$ cat config.mk
export PLATFORM = sky130hd
export DESIGN_NAME = periodic_task_release_scheduler
export DESIGN_NICKNAME = d
export VERILOG_FILES = /design/src/design/prts_pkg.sv /design/src/design/periodic_task_release_scheduler.sv /design/src/design/prts_ram.sv /design/src/design/prts_upd.sv
export SDC_FILE = /design/constraint.sdc
export NUM_CORES = 1
export LEC_CHECK = 0
export ABC_AREA = 1
export BUFFER_PORTS_ARGS = -buffer_cell sky130_fd_sc_hd__buf_2
export CAP_MARGIN = 30
export CORE_AREA = 2 2 162 164
export DETAILED_ROUTE_END_ITERATION = 6
export DIE_AREA = 0 0 164 166
export HOLD_SLACK_MARGIN = 0.1
export PLACE_DENSITY = 0.77
export SYNTH_ARGS = -nofsm -noshare
export SYNTH_HDL_FRONTEND = slang
export SYNTH_SLANG_ARGS = --single-unit
$ cat constraint.sdc
create_clock -name clock -period 11.4 [get_ports clock]
set_input_delay 2.28 -clock clock [delete_from_list [all_inputs] [get_ports clock]]
set_output_delay 2.28 -clock clock [all_outputs]
set_load 0.02 [all_outputs]
$ cat src/design/prts_pkg.sv
`timescale 1ns / 1ps
package prts_pkg;

   // Slot table geometry
   localparam int SLOTS  = 8;
   localparam int IDX_W  = (SLOTS > 1) ? $clog2(SLOTS) : 1;
   localparam int CNT_W  = 16;
   localparam int KIND_W = 3;
   localparam int SLOT_W = 3;
   localparam int MASK_W = 8;

   // Command codes carried in the request tuser
   typedef enum logic [KIND_W-1:0] {
      KIND_TICK    = 3'd0,
      KIND_CREATE  = 3'd1,
      KIND_SUSPEND = 3'd2,
      KIND_RESUME  = 3'd3,
      KIND_DELETE  = 3'd4
   } kind_type;

   typedef enum logic {
      ST_IDLE,
      ST_SWEEP
   } state_type;

   // One memory entry: stored period over countdown
   typedef struct packed {
      logic [CNT_W-1:0] per;
      logic [CNT_W-1:0] cd;
   } entry_type;

   localparam int ENTRY_W = $bits(entry_type);

   // What the sweep sees of one slot
   typedef struct packed {
      logic      active;
      logic      occupied;
      logic      written;
      entry_type entry;
   } slot_view_type;

   // What the sweep does to one slot
   typedef struct packed {
      logic      wr;
      logic      release_hit;
      entry_type entry;
   } slot_upd_type;

endpackage

$ cat src/design/periodic_task_release_scheduler.sv
`timescale 1ns / 1ps
// Create, suspend, resume and delete answer in the cycle after acceptance.
// A tick answers once the sweep ends: the sweep visits one slot a
// cycle through the single read port of the countdown/period memory.
// Throughput: one command per cycle while the result register is free or drains; none during a sweep.
// Reset empties all slots and clears the active and written marks at once; the
// memory itself is not cleared, unwritten entries read as zero.
module periodic_task_release_scheduler (
   input  logic        clock,
   input  logic        reset,
   input  logic        req_tvalid,
   output logic        req_tready,
   input  logic [39:0] req_tdata,  // slot[2:0], period[18:3], first_delay[34:19], zero fill
   input  logic [2:0]  req_tuser,  // kind[2:0]
   output logic        rsp_tvalid,
   input  logic        rsp_tready,
   output logic [15:0] rsp_tdata   // status[0], release_mask[8:1], zero fill
);
   import prts_pkg::*;

   state_type         state_ff, state_in;
   logic [IDX_W-1:0]  idx_ff, idx_in;
   logic [SLOTS-1:0]  occ_ff, occ_in;
   logic [SLOTS-1:0]  act_ff, act_in;
   logic [SLOTS-1:0]  wrt_ff, wrt_in;
   logic [MASK_W-1:0] mask_ff, mask_in;
   logic              rsp_valid_ff, rsp_valid_in;
   logic              rsp_status_ff, rsp_status_in;
   logic [MASK_W-1:0] rsp_mask_ff, rsp_mask_in;

   logic              ram_we, ram_re;
   logic [IDX_W-1:0]  ram_waddr, ram_raddr;
   entry_type         ram_wdata, ram_rdata;

   logic [SLOT_W-1:0] req_slot;
   logic [CNT_W-1:0]  req_period;
   logic [CNT_W-1:0]  req_first;
   logic [IDX_W-1:0]  req_idx;
   logic              in_range;
   logic              accept;
   logic              last_slot;
   logic              sweep_done;
   slot_view_type     view;
   slot_upd_type      upd;

   // Unpack the request item
   assign req_slot   = req_tdata[2:0];
   assign req_period = req_tdata[18:3];
   assign req_first  = req_tdata[34:19];
   assign req_idx    = IDX_W'(req_slot);
   assign in_range   = int'(req_slot) < SLOTS;

   assign req_tready = (state_ff == ST_IDLE) && (!rsp_valid_ff || rsp_tready);
   assign accept     = req_tvalid && req_tready;
   assign last_slot  = idx_ff == IDX_W'(SLOTS - 1);
   assign sweep_done = (state_ff == ST_SWEEP) && last_slot;

   assign rsp_tvalid = rsp_valid_ff;
   assign rsp_tdata  = {7'b0, rsp_mask_ff, rsp_status_ff};

   // Slot under the sweep
   assign view.active   = act_ff[idx_ff];
   assign view.occupied = occ_ff[idx_ff];
   assign view.written  = wrt_ff[idx_ff];
   assign view.entry    = ram_rdata;

   prts_upd u_upd (
      .view (view),
      .upd  (upd)
   );

   prts_ram #(
      .DEPTH  (SLOTS),
      .WIDTH  (ENTRY_W),
      .ADDR_W (IDX_W)
   ) u_ram (
      .clock   (clock),
      .wr_en   (ram_we),
      .wr_addr (ram_waddr),
      .wr_data (ram_wdata),
      .rd_en   (ram_re),
      .rd_addr (ram_raddr),
      .rd_data (ram_rdata)
   );

   // Command decode, sweep sequencing and result register
   always_comb begin
      state_in      = state_ff;
      idx_in        = idx_ff;
      occ_in        = occ_ff;
      act_in        = act_ff;
      wrt_in        = wrt_ff;
      mask_in       = mask_ff;
      rsp_valid_in  = rsp_valid_ff;
      rsp_status_in = rsp_status_ff;
      rsp_mask_in   = rsp_mask_ff;
      ram_we        = 1'b0;
      ram_waddr     = req_idx;
      ram_wdata.per = req_period;
      ram_wdata.cd  = req_first;
      ram_re        = 1'b0;
      ram_raddr     = '0;

      // Drain the result register
      if (rsp_valid_ff && rsp_tready) begin
         rsp_valid_in = 1'b0;
      end

      case (state_ff)
         ST_IDLE: begin
            if (accept) begin
               rsp_status_in = 1'b0;
               rsp_mask_in   = '0;
               if (req_tuser == KIND_TICK) begin
                  // Start the sweep at slot zero
                  ram_re   = 1'b1;
                  idx_in   = '0;
                  mask_in  = '0;
                  state_in = ST_SWEEP;
               end else begin
                  rsp_valid_in = 1'b1;
                  if (req_tuser == KIND_CREATE) begin
                     if (!in_range || occ_ff[req_idx]) begin
                        rsp_status_in = 1'b1;
                     end else begin
                        ram_we          = 1'b1;
                        occ_in[req_idx] = 1'b1;
                        act_in[req_idx] = 1'b1;
                        wrt_in[req_idx] = 1'b1;
                     end
                  end else if (req_tuser == KIND_SUSPEND) begin
                     if (in_range) begin
                        act_in[req_idx] = 1'b0;
                     end
                  end else if (req_tuser == KIND_RESUME) begin
                     if (in_range) begin
                        act_in[req_idx] = 1'b1;
                     end
                  end else if (req_tuser == KIND_DELETE) begin
                     if (in_range) begin
                        occ_in[req_idx] = 1'b0;
                     end
                  end
               end
            end
         end
         ST_SWEEP: begin
            // Write back this slot, read the next one unless this is the last
            ram_we    = upd.wr;
            ram_waddr = idx_ff;
            ram_wdata = upd.entry;
            if (upd.release_hit && (int'(idx_ff) < MASK_W)) begin
               mask_in = mask_ff | (MASK_W'(1) << idx_ff);
            end
            if (last_slot) begin
               rsp_valid_in  = 1'b1;
               rsp_status_in = 1'b0;
               rsp_mask_in   = mask_in;
               state_in      = ST_IDLE;
            end else begin
               ram_re    = 1'b1;
               ram_raddr = idx_ff + IDX_W'(1);
               idx_in    = idx_ff + IDX_W'(1);
            end
         end
         default: begin
            state_in = ST_IDLE;
         end
      endcase
   end

   // Control state
   always_ff @(posedge clock) begin
      if (reset) begin
         state_ff     <= ST_IDLE;
         occ_ff       <= '0;
         act_ff       <= '0;
         wrt_ff       <= '0;
         rsp_valid_ff <= 1'b0;
      end else begin
         state_ff     <= state_in;
         occ_ff       <= occ_in;
         act_ff       <= act_in;
         wrt_ff       <= wrt_in;
         rsp_valid_ff <= rsp_valid_in;
      end
   end

   // Payload registers
   always_ff @(posedge clock) begin
      idx_ff        <= idx_in;
      mask_ff       <= mask_in;
      rsp_status_ff <= rsp_status_in;
      rsp_mask_ff   <= rsp_mask_in;
   end

`ifndef SYNTHESIS
   a_no_rw_same_entry: assert property (@(posedge clock) disable iff (reset)
      (ram_we && ram_re) |-> (ram_waddr != ram_raddr))
      else $error("memory read and write hit the same entry");

   a_tick_starts_sweep: assert property (@(posedge clock) disable iff (reset)
      (accept && req_tuser == KIND_TICK) |=> (state_ff == ST_SWEEP && idx_ff == '0))
      else $error("tick did not start a sweep at slot zero");

   a_sweep_ends_in_result: assert property (@(posedge clock) disable iff (reset)
      sweep_done |=> (rsp_valid_ff && state_ff == ST_IDLE))
      else $error("sweep finished without a result");

   a_result_free_at_sweep_end: assert property (@(posedge clock) disable iff (reset)
      sweep_done |-> !rsp_valid_ff)
      else $error("result register busy when sweep finished");

   a_no_release_of_empty: assert property (@(posedge clock) disable iff (reset)
      (state_ff == ST_SWEEP && upd.release_hit) |-> (view.occupied && view.active))
      else $error("released a slot that is empty or suspended");
`endif

endmodule

$ cat src/design/prts_ram.sv
`timescale 1ns / 1ps
module prts_ram #(
   parameter int DEPTH  = 8,
   parameter int WIDTH  = 32,
   parameter int ADDR_W = (DEPTH > 1) ? $clog2(DEPTH) : 1
) (
   input  logic              clock,
   input  logic              wr_en,
   input  logic [ADDR_W-1:0] wr_addr,
   input  logic [WIDTH-1:0]  wr_data,
   input  logic              rd_en,
   input  logic [ADDR_W-1:0] rd_addr,
   output logic [WIDTH-1:0]  rd_data
);

   logic [WIDTH-1:0] mem [DEPTH];
   logic [WIDTH-1:0] rd_data_ff;

   // Write port
   always_ff @(posedge clock) begin
      if (wr_en) begin
         mem[wr_addr] <= wr_data;
      end
   end

   // Registered read port
   always_ff @(posedge clock) begin
      if (rd_en) begin
         rd_data_ff <= mem[rd_addr];
      end
   end

   assign rd_data = rd_data_ff;

endmodule

$ cat src/design/prts_upd.sv
`timescale 1ns / 1ps
module prts_upd (
   input  prts_pkg::slot_view_type view,
   output prts_pkg::slot_upd_type  upd
);
   import prts_pkg::*;

   logic [CNT_W-1:0] cd;
   logic [CNT_W-1:0] per;

   // Unwritten entries read as zero
   assign cd  = view.written ? view.entry.cd  : '0;
   assign per = view.written ? view.entry.per : '0;

   // Active slot: release on zero when occupied, else count a nonzero countdown down
   always_comb begin
      upd.wr          = 1'b0;
      upd.release_hit = 1'b0;
      upd.entry.per   = per;
      upd.entry.cd    = cd;
      if (view.active) begin
         if (cd == '0) begin
            if (view.occupied) begin
               upd.wr          = 1'b1;
               upd.release_hit = 1'b1;
               upd.entry.cd    = per - CNT_W'(1);
            end
         end else begin
            upd.wr       = 1'b1;
            upd.entry.cd = cd - CNT_W'(1);
         end
      end
   end

endmodule
* Word level (Yosys, flattened, before mapping)
Memory sizes are Yosys's and may differ from the RTL's. A register that Yosys moved wholly into a read port is not among the register bits.
Cells that the tools add are included.
** Word-level totals
- Register bits :: 46
- RAM bits :: 256
- Input port bits :: 47
- Memories kept :: 1
** Cells by class
- $add $sub $neg :: 3
- $lt $le $gt $ge :: 3
- Equal/unequal tests :: 12
- Shifts and indexed selects :: 1
- Mux-type cells :: 65
- Bitwise operators :: 10
- Reduce and logical (&&, ||, !) cells :: 16
** Memory list
- u_ram.mem :: depth 8, bits a word 32, rd ports 1, clocked after Yosys merged registers in 1, write ports 1, line prts_ram.sv:16 : logic [WIDTH-1:0] mem [DEPTH];
** Operators by type and width (count)
- $mux W8 :: 14
- $mux W16 :: 5
- $mux W32 :: 1
- $or A8 B8 Y8 :: 4
- $pmux W8 S2 :: 2
- $sub A16 B1 Y16 const B :: 2
- $mux W1 :: 25
- $mux W3 :: 6
- $and A8 B8 Y8 :: 2
- $logic_not A16 Y1 :: 1
- $bmux W1 S3 :: 4
- $ne A2 B2 Y1 const B :: 5
- $reduce_and A5 Y1 :: 2
- $lt A3 B4 Y1 const B :: 2
- $not A8 Y8 :: 1
- $pmux W1 S2 :: 4
- $shl A1 B3 Y8 const A :: 1
- $reduce_and A7 Y1 :: 1
- $eq A3 B2 Y1 const B :: 2
- $eq A3 B3 Y1 const B :: 2
- $pmux W3 S2 :: 1
- $logic_and A1 B1 Y1 :: 4
- $mux W2 :: 2
- $ne A2 B1 Y1 const B :: 2
- 12 further kinds :: 15

* Logic depth before layout (Yosys ltp)
Gate-level depths: netlist of the first run.
- Depth in word-level cells :: 10
- Gate-level depth with buffers :: 20

* Modules after synthesis
Synthesis of the first run repeated with hierarchy kept, for this count alone.
** Unflattened totals
- Cell total of the unflattened synthesis :: 1899
- Area total of the unflattened synthesis :: 16582.2 µm²
** By module, submodules not included
- prts_ram :: instances 1, cells an instance 1156, area an instance 12192.9 µm², sequential area each 8648.3 µm²
- periodic_task_release_scheduler :: instances 1, cells an instance 419, area an instance 2829.0 µm², sequential area each 1121.1 µm²
- prts_upd :: instances 1, cells an instance 324, area an instance 1560.2 µm², sequential area each 0.0 µm²

* Worst setup path before layout of the first run
OpenSTA, ideal clock, no wires.
- Path kind :: input-to-reg
- Start :: in rsp_tready
- End :: mem u_ram.mem[1][0] (enable)
- Setup time :: 432 ps
- Arrival time :: 5145 ps
- Setup slack :: 5823 ps
- Cell stages on the path :: 8
- Cells stage by stage :: nor2_1 nor2_1 nand2_1 clkinv_1 nand2_1 nor2_1 inv_1 a21oi_1
** On the way
- Word-level cells in the longest chain between the ends :: 7
** RTL lines
- start: declaration :: line periodic_task_release_scheduler.sv:16 : input logic rsp_tready,
- $logic_or A1 B1 Y1 :: line periodic_task_release_scheduler.sv:53 : assign req_tready = (state_ff == ST_IDLE) && (!rsp_valid_ff || rsp_tready);
- $logic_and A1 B1 Y1 :: line periodic_task_release_scheduler.sv:53
- net req_tready :: line periodic_task_release_scheduler.sv:12 : output logic req_tready,
- $logic_and A1 B1 Y1 :: line periodic_task_release_scheduler.sv:54 : assign accept = req_tvalid && req_tready;
- $mux W1 :: line periodic_task_release_scheduler.sv:111 : if (accept) begin
- $pmux W1 S2 :: line periodic_task_release_scheduler.sv:109 : case (state_ff)
- $mux W1 :: line prts_ram.sv:21 : if (wr_en) begin
- $mux W1 (implied by the code) :: line prts_ram.sv:22 : mem[wr_addr] <= wr_data;
- end: declaration :: line prts_ram.sv:16
The timed path passes the listed nets, and every way through them passes these cells.

* Final worst setup path of the first run
- Start :: in req_tuser[2]
- End :: mem u_ram.mem[3][0] (enable)
** On the way
- Word-level cells in the longest chain between the ends :: 7
- Elaborated cells on any way between the ends :: 8
** RTL lines
- start: declaration :: line periodic_task_release_scheduler.sv:14 : input logic [2:0] req_tuser,
- $eq A3 B1 Y1 :: line periodic_task_release_scheduler.sv:122 : if (req_tuser == KIND_CREATE) begin
- $mux W1 :: line periodic_task_release_scheduler.sv:122
- $mux W1 (*) :: line periodic_task_release_scheduler.sv:114 : if (req_tuser == KIND_TICK) begin
- $mux W1 (*) :: line periodic_task_release_scheduler.sv:111
- $pmux W1 S2 (*) :: line periodic_task_release_scheduler.sv:109
- $mux W1 (*) :: line prts_ram.sv:21
- $mux W1 (implied by the code) (*) :: line prts_ram.sv:22
Mark *: on every way between the ends. The rest lies on a longest branch, timed or not.

==> results of run 1 <==
flip-flops by register name, summed over array words and instances (netlist names), named ones only:
signal         cells
state_ff           1
rsp_tvalid         1
mask_ff            8
wrt_ff             8
rsp_status_ff      1
idx_ff             3
u_ram.rd_data     32
u_ram.mem        256
rsp_mask_ff        8
worst register-to-register path, stage by stage, from the launching register on:
cell and delay, ps:
edfxtp_1 900, inv_1 350, nand2_1 150, nand3_1 110, nand2_1 110, nand2_2 70
nand2_4 350, nand2_1 160, ha_1 260, nand2_2 140, nor2_4 70, nand2_2 270
or2_1 200, nand3_2 380, a21oi_4 630, buf_4 500
through the flow:
step | hold slack (ps) | setup slack [ps] | total power, mW
floorplan | 435 | 5820 | 1.49
global placement | 445 | 5900 | 1.53
detailed placement | 449 | 5830 | 1.54
CTS | 459 | 6340 | 2.63
global route | 485 | 6090 | 2.69
finish | 459 | 6300 | 2.62
Yosys cell counts (10+ instances only):
cell        n
edfxtp_1  308
nand2_1   251
nor2_1    204
o21ai_0    93
inv_1      85
a21oi_1    62
clkbuf_1   47
nand3_1    42
o211ai_1   38
or2_2      34
a31oi_1    33
o21bai_1   32
o32ai_1    32
dfxtp_1    26
nand4_1    18
buf_2      13
o21ai_1    13
buf_4      10
nand2_2    10
area by class of cell:
type                            instances  area [µm²]  area share [%]
Sequential cell                       334        9770            58.5
Multi-Input combinational cell        908        4670            28.0
Tap cell                              335         419            2.51
Clock inverter                         17         191            1.15
Inverter                               90         340            2.04
Clock buffer                           42         912            5.47
Timing Repair Buffer                   69         388            2.32
cells in the final DEF, fill, tap and decap left out, drive strengths merged, types with 26 or more instances in the layout:
cell / netlist / routed
inv: 87 / 87
dfxtp: 26 / 26
o21bai: 32 / 32
a31oi: 33 / 33
o211ai: 38 / 38
nand3: 46 / 46
buf: 34 / 69
o21ai: 108 / 108
a21oi: 64 / 64
clkbuf: 47 / 42
nor2: 210 / 210
or2: 36 / 36
nand2: 262 / 262
edfxtp: 308 / 308
o32ai: 32 / 32
kinds of logic (layout without fill, tap and decap cells):
group | Yosys count | after routing | synth area share (%)
AO/OA/AOI/OAI | 313 | 313 | 12.9
XOR/XNOR | 3 | 3 | 0.175
adder cells (fa/ha/maj) | 7 | 7 | 0.583
buffers and inverters | 171 | 218 | 4.84
flip-flops | 334 | 334 | 65.0
other | 1 | 7 | 0.0250
AND/OR/NAND/NOR | 578 | 578 | 16.4
worst paths after layout:
kind / end
worst min-delay path: wrt_ff[2]$_SDFFE_PP0P_
worst max register to register: u_ram.mem[3][0]$_DFFE_PP_
worst min register to register: wrt_ff[2]$_SDFFE_PP0P_
worst max-delay path: u_ram.mem[3][0]$_DFFE_PP_
per-layer routing:
metal	vias to the layer above	wire, µm	GRT usage [%]
met5	-	0	0
met1	5170	14000	34.7
met4	0	926	8.92
met3	79	2440	3.72
li1	5016	-	-
met2	429	16800	41.9
report_power, final:
part           leakage, nW  switching, mW  internal (mW)  total, mW
Combinational         2.68          0.109         0.0396      0.148
Clock                0.541          0.443          0.660       1.10
Sequential            3.00        0.00694           1.36       1.37
==> results.tsv, run 1 <==
metric	value	unit
synth_cells	1407	
num_vias	10694	
post-route-drc-count	0	
slowest_delay	600	ps
cp-start-kind	input pin	
clock_skew	20.3	ps
syn_to_final_growth	11.0	%
holdPathStages	2	
reg2reg_from	idx_ff[0]$_SDFFCE_PN0P_	
grt_pass1_vias	10213	
rrSetupSlack	6390	ps
outcome	finished clean	
io_pins	65	
dieHeight	166	µm
clock-sinks	334	
fin_crit	5100	ps
end_kind	flop	
first_pass_iters	5	
wirelength	34.1	mm
reg2regPathDepth	15	
netlist_area	15000	µm²
timing.fmax	0.196	GHz
cts_setup_buffers	0	
cp-startpoint	req_tuser[2]	
grt.overflow.total	0	
synth_edf_count	308	
grt_first_pass_wirelength	53.8	mm
worst_pin_slew	1040	ps
maxCapViolations	0	
start_util	58.7	%
slew_headroom	29.8	%
worst-path-stages	9	
gr-usage-all-layers	25.4	%
wl_per_cell	19.0	µm
fill_cells	1900	
h-tree-depth	2	
cts_tree	built	
synth.avg_cell_area	10.7	µm²
peakVddDrop	110	µV
worstPathRequired	11560	ps
fin_crit_sh	44.8	%
die-area	27200	µm²
antenna_found_initial	0	
rsz0062_at_grt	false	
postPlaceCellArea	15600	µm²
cp_data_arrival_time	5260	ps
clkSlewWorstSetupHoldPaths	60	ps
synth.yosys.seq_area_share	65.0	%
leakagePower	6.22	nW
clk_latency	520	ps
crit_path_cell_trace	buf_2 -> inv_1 -> nand2_1 -> nor2_1 -> nand2_1 -> nor2_1 -> inv_1 -> a21oi_4 -> buf_4	
cpLargestDelayFamily	buffers and inverters	
port_buffers	52	
coreArea	25600	µm²
ys_warn_count	0	
fin_setup_tns	0	ps
grt_max_degree	97	
cts_resized	0	
ant_nets	0	
critPathMaxFanout	21	
die_w	164	µm
async_flop_share	0	%
post-place-cells	1736	
core.rowCount	59	
clockBufferDepth	3	
cts-hold-fix-buffers	0	
dp_hpwl	20.1	mm
synth_area_leaders	edfxtp_1 (62%), nand2_1 (6.3%), nor2_1 (5.1%), dfxtp_1 (3.5%), o21ai_0 (3.1%)	
finalWeightedCongestion	0.908	
final_max_slew_viol_count	0	
final_nets	1492	
drt_iter0_drc	1210	
critical_path_class	in2reg	
synth_ff_type	edfxtp_1	
post-route-util	65.1	%
via_per_inst	5.96	
antenna_cells	0	
synth_top_area_share	61.5	%
yosys.cell_types.count	44	
min_path_type	reg2reg	
powerDensity	157	nW/µm²
drive_gt1_share	13.4	%
crit_slowest_cell	a21oi_4	
finalHoldViolCount	0	
finalSetupViolCount	0	
final_cells	1795	
numCtsBuffers	35	
synth_area_leader_cell	edfxtp_1	
cts_root_buf	clkbuf_16	
ys_ff_latch	334	
fin_area	16700	µm²
hp-start	wrt_ff[2]$_SDFFE_PP0P_	
cp_num_buf_inv	4	
(Power assumes the default switching activity.)
==> run 2: changes to the inputs <==
- CORE_AREA: 2 2 162 164 -> 2 2 167 169
- DIE_AREA: 0 0 164 166 -> 0 0 169 171
- PLACE_DENSITY: 0.77 -> 0.76
- clock period: 11.4 -> 4.1 ns (I/O delays scaled with it)
==> run 2 against run 1 <==
  * Die area grew 6.2%
  * Global-route usage is 1.5 points lower
  * Highest routed layer unchanged
  * Register-to-register slack got worse by 5800 ps
  * Critical path type is now reg2reg
  * Largest power group unchanged
  * Critical endpoint is now u_ram.mem[2][14]$_DFFE_PP_
  * Core utilization down 3.8 points
  * First-iteration DRC count is 1.3% higher
==> results.tsv, run 2 (same netlist as run 1, synthesis figures left out) <==
metric	value	unit	change
rsz0062_at_grt	false		
fin_crit_sh	85.5	%	
port_buffers	52		unchanged
grt.overflow.total	0		unchanged
io_pins	65		unchanged
core.rowCount	61		+3.4%
antenna_found_initial	0		unchanged
slowest_delay	540	ps	-60 ps
final_max_slew_viol_count	0		unchanged
wl_per_cell	18.8	µm	-1.3%
via_per_inst	5.84		-2.0%
ant_nets	0		unchanged
cts-hold-fix-buffers	0		unchanged
clock_skew	24.1	ps	+3.78 ps
h-tree-depth	2		unchanged
clk_latency	520	ps	about the same
clkSlewWorstSetupHoldPaths	60	ps	about the same
fin_crit	3510	ps	
largest_register	u_ram.mem		
dieHeight	171	µm	+3.0%
use_met1	32.6	%	-2.1 points
gr-usage-all-layers	23.9	%	-1.5 points
grt_max_degree	129		+33%
outcome	finished clean		
multi_input_area	4670	µm²	unchanged
cts_resized	0		unchanged
grt_first_pass_wirelength	53.7	mm	-0.10%
peakVddDrop	216	µV	+97%
finalSetupViolCount	0		unchanged
critPathMaxFanout	31		+48%
finalHoldViolCount	0		unchanged
wirelength	34.2	mm	+0.26%
total_power	7.00	mW	+170%
slew_headroom	30.8	%	+1.0 points
final_nets	1508		+1.1%
clockBufferDepth	3		unchanged
num_vias	10641		-0.50%
die-area	28900	µm²	+6.2%
drt_iter0_drc	1226		+1.3%
worst_pin_slew	1040	ps	-4.42 ps
met2_usage	39.8	%	-2.2 points
layout_common_cells	edfxtp_1 (308), nand2_1 (251), nor2_1 (201)		
syn_to_final_growth	11.6	%	
cp_data_arrival_time	3670	ps	-1590 ps
post-route-drc-count	0		unchanged
finalWeightedCongestion	0.915		+0.68%
clock-sinks	334		unchanged
cpLargestDelayFamily	simple AND/OR/NAND/NOR gates		
fin_area	16800	µm²	+0.47%
coreArea	27300	µm²	+6.7%
leakagePower	6.25	nW	+0.54%
powerDensity	418	nW/µm²	+170%
cp_num_buf_inv	2		-2
die_w	169	µm	+3.0%
min_path_type	reg2reg		
end_kind	flop		
postPlaceCellArea	15800	µm²	+1.3%
crit_slowest_cell	edfxtp_1		
cts_setup_buffers	0		unchanged
crit_path_cell_trace	inv_2 -> nand3_2 -> nand2_1 -> nand2_2 -> nand2_4 -> nand2_1 -> ha_1 -> nand2_2 -> nor2_4 -> nand2_2 -> or2_1 -> nand3_2 -> a21oi_4 -> buf_4		
fill_cells	2169		+14%
grt_pass1_vias	10136		-0.75%
drive_gt1_share	13.8	%	+0.46 points
cp_common_cell	nand2_2		
critical_path_class	reg2reg		
cts_root_buf	clkbuf_16		
antenna_cells	0		unchanged
dp_hpwl	20.8	mm	+3.5%
seq_area	9770	µm²	unchanged
timing.fmax	0.285	GHz	
numCtsBuffers	34		-2.9%
final_common_cell	edfxtp_1		
worstPathRequired	4260	ps	-7300 ps
maxCapViolations	0		unchanged
grtUsageMet3	3.65	%	-0.066 points
cp-start-kind	flop		
largest_reg_flops	256		unchanged
cts_tree	built		
first_pass_iters	6		+1
fin_setup_tns	0	ps	unchanged
grt_busiest_layer	met2		
start_util	55.0	%	-3.7 points
[run 2: cell count changes in the layout (fill, tap and decap cells not counted), sizes merged]
cell | previous run | this run
buf | 69 | 86
inv | 87 | 88
clkbuf | 42 | 46
clkinvlp | 2 | 1
bufinv | 4 | 0
[run 2: power by group]
group | switching (mW) | internal (mW) | leakage, nW | total, mW
combinational | 0.309 | 0.118 | 2.77 | 0.427
clock | 1.24 | 1.54 | 0.475 | 2.78
sequential | 0.0174 | 3.78 | 3.00 | 3.79
total | 1.56 | 5.44 | 6.25 | 7.00
[run 2: worst register-to-register path, cell delays in order (launching register included)]
cell and delay, ps:
edfxtp_1 540, inv_2 250, nand3_2 100, nand2_1 80
nand2_2 80, nand2_4 300, nand2_1 140, ha_1 250
nand2_2 140, nor2_4 70, nand2_2 60, or2_1 130
nand3_2 360, a21oi_4 260, buf_4 380
[run 2: worst paths after layout]
kind                                              start                    endpoint  slack (ps)  cells after the start
worst max-delay path            idx_ff[1]$_SDFFCE_PN0P_  u_ram.mem[2][14]$_DFFE_PP_         590                     14
worst min-delay path             wrt_ff[4]$_SDFFE_PP0P_      wrt_ff[4]$_SDFFE_PP0P_         460                      2
worst max register to register  idx_ff[1]$_SDFFCE_PN0P_  u_ram.mem[2][14]$_DFFE_PP_         590                     14
worst min register to register   wrt_ff[4]$_SDFFE_PP0P_      wrt_ff[4]$_SDFFE_PP0P_         460                      2
[run 2: final cells by class]
type                       instances  share of cell area [%]
sequential                       334                    58.3
multi-input combinational        908                    27.8
clock buffer                      46                    5.34
timing repair buffer              86                    3.45
tap                              346                    2.58
inverter                          90                    2.03
clock inverter                    13                   0.485
[run 2: per-layer routing]
metal,up-vias,share of wire (%)
li1,5050,-
met3,64,6.9
met4,0,2.6
met5,-,0
met1,5113,43
met2,414,48
[run 2: per-stage QoR]
step	setup WS (ps)	util, %	hold WS [ps]	instances
floorplan	-177	-	435	1413
global placement	686	57.8	447	1764
detailed placement	663	57.8	452	1764
CTS	632	61.4	461	1823
global route	371	61.4	473	1823
finish	594	61.4	461	1823
==> run 3: changes to the inputs <==
--- a/config.mk
+++ b/config.mk
@@ -6,13 +6,13 @@
 export NUM_CORES = 1
 export LEC_CHECK = 0
-export ABC_AREA = 1
 export BUFFER_PORTS_ARGS = -buffer_cell sky130_fd_sc_hd__buf_2
 export CAP_MARGIN = 30
-export CORE_AREA = 2 2 167 169
+export CORE_AREA = 2 2 166 168
 export DETAILED_ROUTE_END_ITERATION = 6
-export DIE_AREA = 0 0 169 171
+export DIE_AREA = 0 0 168 170
 export HOLD_SLACK_MARGIN = 0.1
 export PLACE_DENSITY = 0.76
 export SYNTH_ARGS = -nofsm -noshare
 export SYNTH_HDL_FRONTEND = slang
+export SYNTH_HIERARCHICAL = 1
 export SYNTH_SLANG_ARGS = --single-unit
==> constraint.sdc (replaced) <==
create_clock -name clock -period 4.1 [get_ports clock]
set_input_delay 0.41 -clock clock [delete_from_list [all_inputs] [get_ports clock]]
set_output_delay 0.41 -clock clock [all_outputs]
set_load 0.02 [all_outputs]
==> run 3 against run 2 <==
  * Cell count shrank 28%
  * Worst setup slack got worse by 270 ps
  * Register-to-register slack worse by 270 ps
  * Hold slack worse by 210 ps
  * First-iteration DRC count down 23%
  * Core utilization up 1.5 points
  * Via count decreased by 22%
  * Highest routed layer unchanged
  * Count of clock-buffer cells in the layout down 1
  * Non-clock buffer count grew 8
==> results.tsv, run 3 <==
metric	value	unit	change
outcome	finished clean		
synth_edf_count	308		unchanged
clockBufferDepth	3		unchanged
synth.avg_cell_area	17.0	µm²	+59%
core.rowCount	60		-1.6%
timing.hold.ws	248	ps	-212 ps
maxCapViolations	0		unchanged
ys_warn_count	6		+6
die_w	168	µm	-0.59%
drive_gt1_share	27.4	%	+14 points
seqPwrFrac	53.9	%	-0.3 points
worstPathRequired	4290	ps	+30 ps
antenna_cells	0		unchanged
final_common_cell	edfxtp_1		
p_switching	1.40	mW	-10%
slowest_delay	520	ps	-20 ps
seq_area	9770	µm²	about the same
rsz0062_at_grt	false		
cp-start-kind	flop		
fin_crit_sh	92.0	%	+6.5 points
swShare	19.9	%	-2.4 points
postPlaceCellArea	15700	µm²	-0.80%
finalSetupViolCount	0		unchanged
clock-sinks	334		unchanged
comb_power_share	4.0	%	-2.1 points
yosys.cell_types.count	70		+59%
synth_top_area_share	62.6	%	+1.1 points
synth_area_leaders	edfxtp_1 (63%), mux4_1 (7.1%), mux2_2 (5.1%), mux4_2 (4.7%), dfxtp_1 (3.5%)		
cts_setup_buffers	0		unchanged
port_buffers	52		unchanged
drt_iter0_drc	941		-23%
post-route-util	62.9	%	+1.5 points
finalWeightedCongestion	0.938		+2.6%
largest_reg_flops	256		unchanged
fill_cells	1867		-14%
synth_compound_area_share	5.20	%	-7.7 points
dp_hpwl	19.6	mm	-5.8%
start_util	55.4	%	+0.44 points
largest_register	u_ram/mem		
multi_input_area	4750	µm²	+1.7%
ys_ff_latch	334		unchanged
reg2regPathDepth	14		unchanged
finalHoldViolCount	0		unchanged
grt_pass1_vias	8185		-19%
ant_nets	0		unchanged
grt.overflow.total	0		unchanged
io_pins	65		unchanged
cts_tree	built		
synthSimpleGateAreaFrac	6.65	%	-9.8 points
synth_ff_type	edfxtp_1		
cts_resized	0		unchanged
wirelength	31.8	mm	-6.9%
synth_xor_area_share	0.474	%	+0.30 points
cts-hold-fix-buffers	0		unchanged
async_flop_share	0	%	unchanged
syn_to_final_growth	13.4	%	
synth.yosys.seq_area_share	66.1	%	+1.1 points
yosys.area_share.adder	0.762	%	+0.18 points
timing.fmax	0.265	GHz	-7.1%
synth_top_family_by_area	multiplexers		
leakagePower	5.62	nW	-10%
worst_pin_slew	922	ps	-116 ps
synth_cells	871		-38%
holdPathStages	2		unchanged
num_vias	8344		-22%
post-route-drc-count	0		unchanged
first_pass_iters	6		unchanged
final_nets	1007		-33%
synth.most_common_cell	edfxtp_1		
min_path_type	in2reg		
final_max_slew_viol_count	0		unchanged
synth_common_cells	edfxtp_1 (308), mux2_2 (67), nand2_1 (52)		
wl_per_cell	24.3	µm	+29%
via_per_inst	6.35		+8.9%
cp_data_arrival_time	3960	ps	+290 ps
dieHeight	170	µm	-0.58%
crit_path_cell_trace	mux4_2 -> nand2_1 -> nand2_2 -> nand2_1 -> ha_1 -> and2_1 -> nand2_2 -> o21ai_0 -> inv_1 -> a22o_1 -> nand2_1 -> buf_4 -> nor3_4 -> buf_12		
clkSlewWorstSetupHoldPaths	60	ps	about the same
crit_slowest_cell	edfxtp_1		
intPower	5.62	mW	+3.4%
fin_crit	3770	ps	+266 ps
place_ws	198	ps	-465 ps
grt_first_pass_wirelength	48.1	mm	-10%
cts_root_buf	clkbuf_16		
antenna_found_initial	0		unchanged
layout_common_cells	edfxtp_1 (308), mux2_2 (67), buf_2 (53)		
fin_area	16800	µm²	about the same
gr-usage-all-layers	22.4	%	-1.5 points
slew_headroom	38.1	%	+7.3 points
h-tree-depth	2		unchanged
pwr-share-clk	42.1	%	+2.4 points
setup_slack	328	ps	-266 ps
numCtsBuffers	34		unchanged
muxShareOfSynthArea	18.2	%	+18 points
netlist_area	14800	µm²	-1.7%
peakVddDrop	385	µV	+78%
powerDensity	419	nW/µm²	+0.39%
coreArea	26700	µm²	-2.5%
cp_common_cell	nand2_1		
critical_path_class	reg2reg		
grt_max_degree	65		-50%
die-area	28600	µm²	-1.2%
clock_skew	20.6	ps	-3.46 ps
critPathMaxFanout	26		-16%
end_kind	flop		
clk_latency	510	ps	about the same
synth_area_leader_cell	edfxtp_1		
## run 3: cell count changes in the layout (fill, tap and decap cells not counted), moves of 40 or more
cell     delta
nand2_1   -201
o21ai_0    -82
inv_1      -71
mux2_2     +67
mux4_1     +40
nor2_1    -178
## run 3: final timing paths
kind	from	endpoint	slack (ps)
setup / recovery	idx_ff[0]$_SDFFCE_PN0P_	u_ram/mem[4][26]$_DFFE_PP_	330
hold / removal	reset	wrt_ff[1]$_SDFFE_PP0P_	250
setup reg to reg	idx_ff[0]$_SDFFCE_PN0P_	u_ram/mem[4][26]$_DFFE_PP_	330
hold reg to reg	wrt_ff[1]$_SDFFE_PP0P_	wrt_ff[1]$_SDFFE_PP0P_	470
## run 3: per-stage QoR
step           setup TNS [ps]  power [mW]  cells
2_1_floorplan           -2890        4.04    877
3_3_place_gp                0        4.12   1249
3_5_place_dp                0        4.14   1254
4_1_cts                     0        7.08   1311
5_1_grt                     0        7.23   1313
6_report                    0        7.02   1313
## run 3: logic make-up (layout without fill, tap and decap cells)
logic type | count (synthesis) | after routing
compound gates | 102 | 102
other cells | 1 | 7
fa+ha+maj | 9 | 9
mux | 156 | 156
simple gates | 189 | 190
buf+inv | 72 | 166
flops | 334 | 334
xor+xnor | 8 | 8
## run 3: critical path, delay by kind of cell (launching register included)
kind            cells  cell delay, ps
compound gates      2             290
simple gates        7            1320
mux                 1             400
buf+inv             3             690
flops               1             520
fa+ha+maj           1             210
## run 3: power by group through the flow
stage,Clock [mW],Sequential [mW],Combinational (mW)
4_1_cts,3.01,3.79,0.278
6_report,2.96,3.79,0.280
5_1_grt,3.14,3.79,0.302
3_5_place_dp,0,3.86,0.277
2_1_floorplan,0,3.86,0.182
3_3_place_gp,0,3.86,0.267
## run 3: metal layers
metal  up-vias  track usage [%]  wire [µm]
li1       3686                -          -
met1      4247             31.8      13700
met2       355             36.5      15300
met3        56             3.28       2180
met4         0             6.81        705
met5         -                0          0
## run 3: area by class of cell
type / count / share of cell area, %
tap: 341 / 2.55
timing repair buffer: 94 / 4.11
sequential: 334 / 58.3
inverter: 15 / 0.366
multi-input combinational: 472 / 28.3
clock inverter: 12 / 0.635
clock buffer: 45 / 5.70
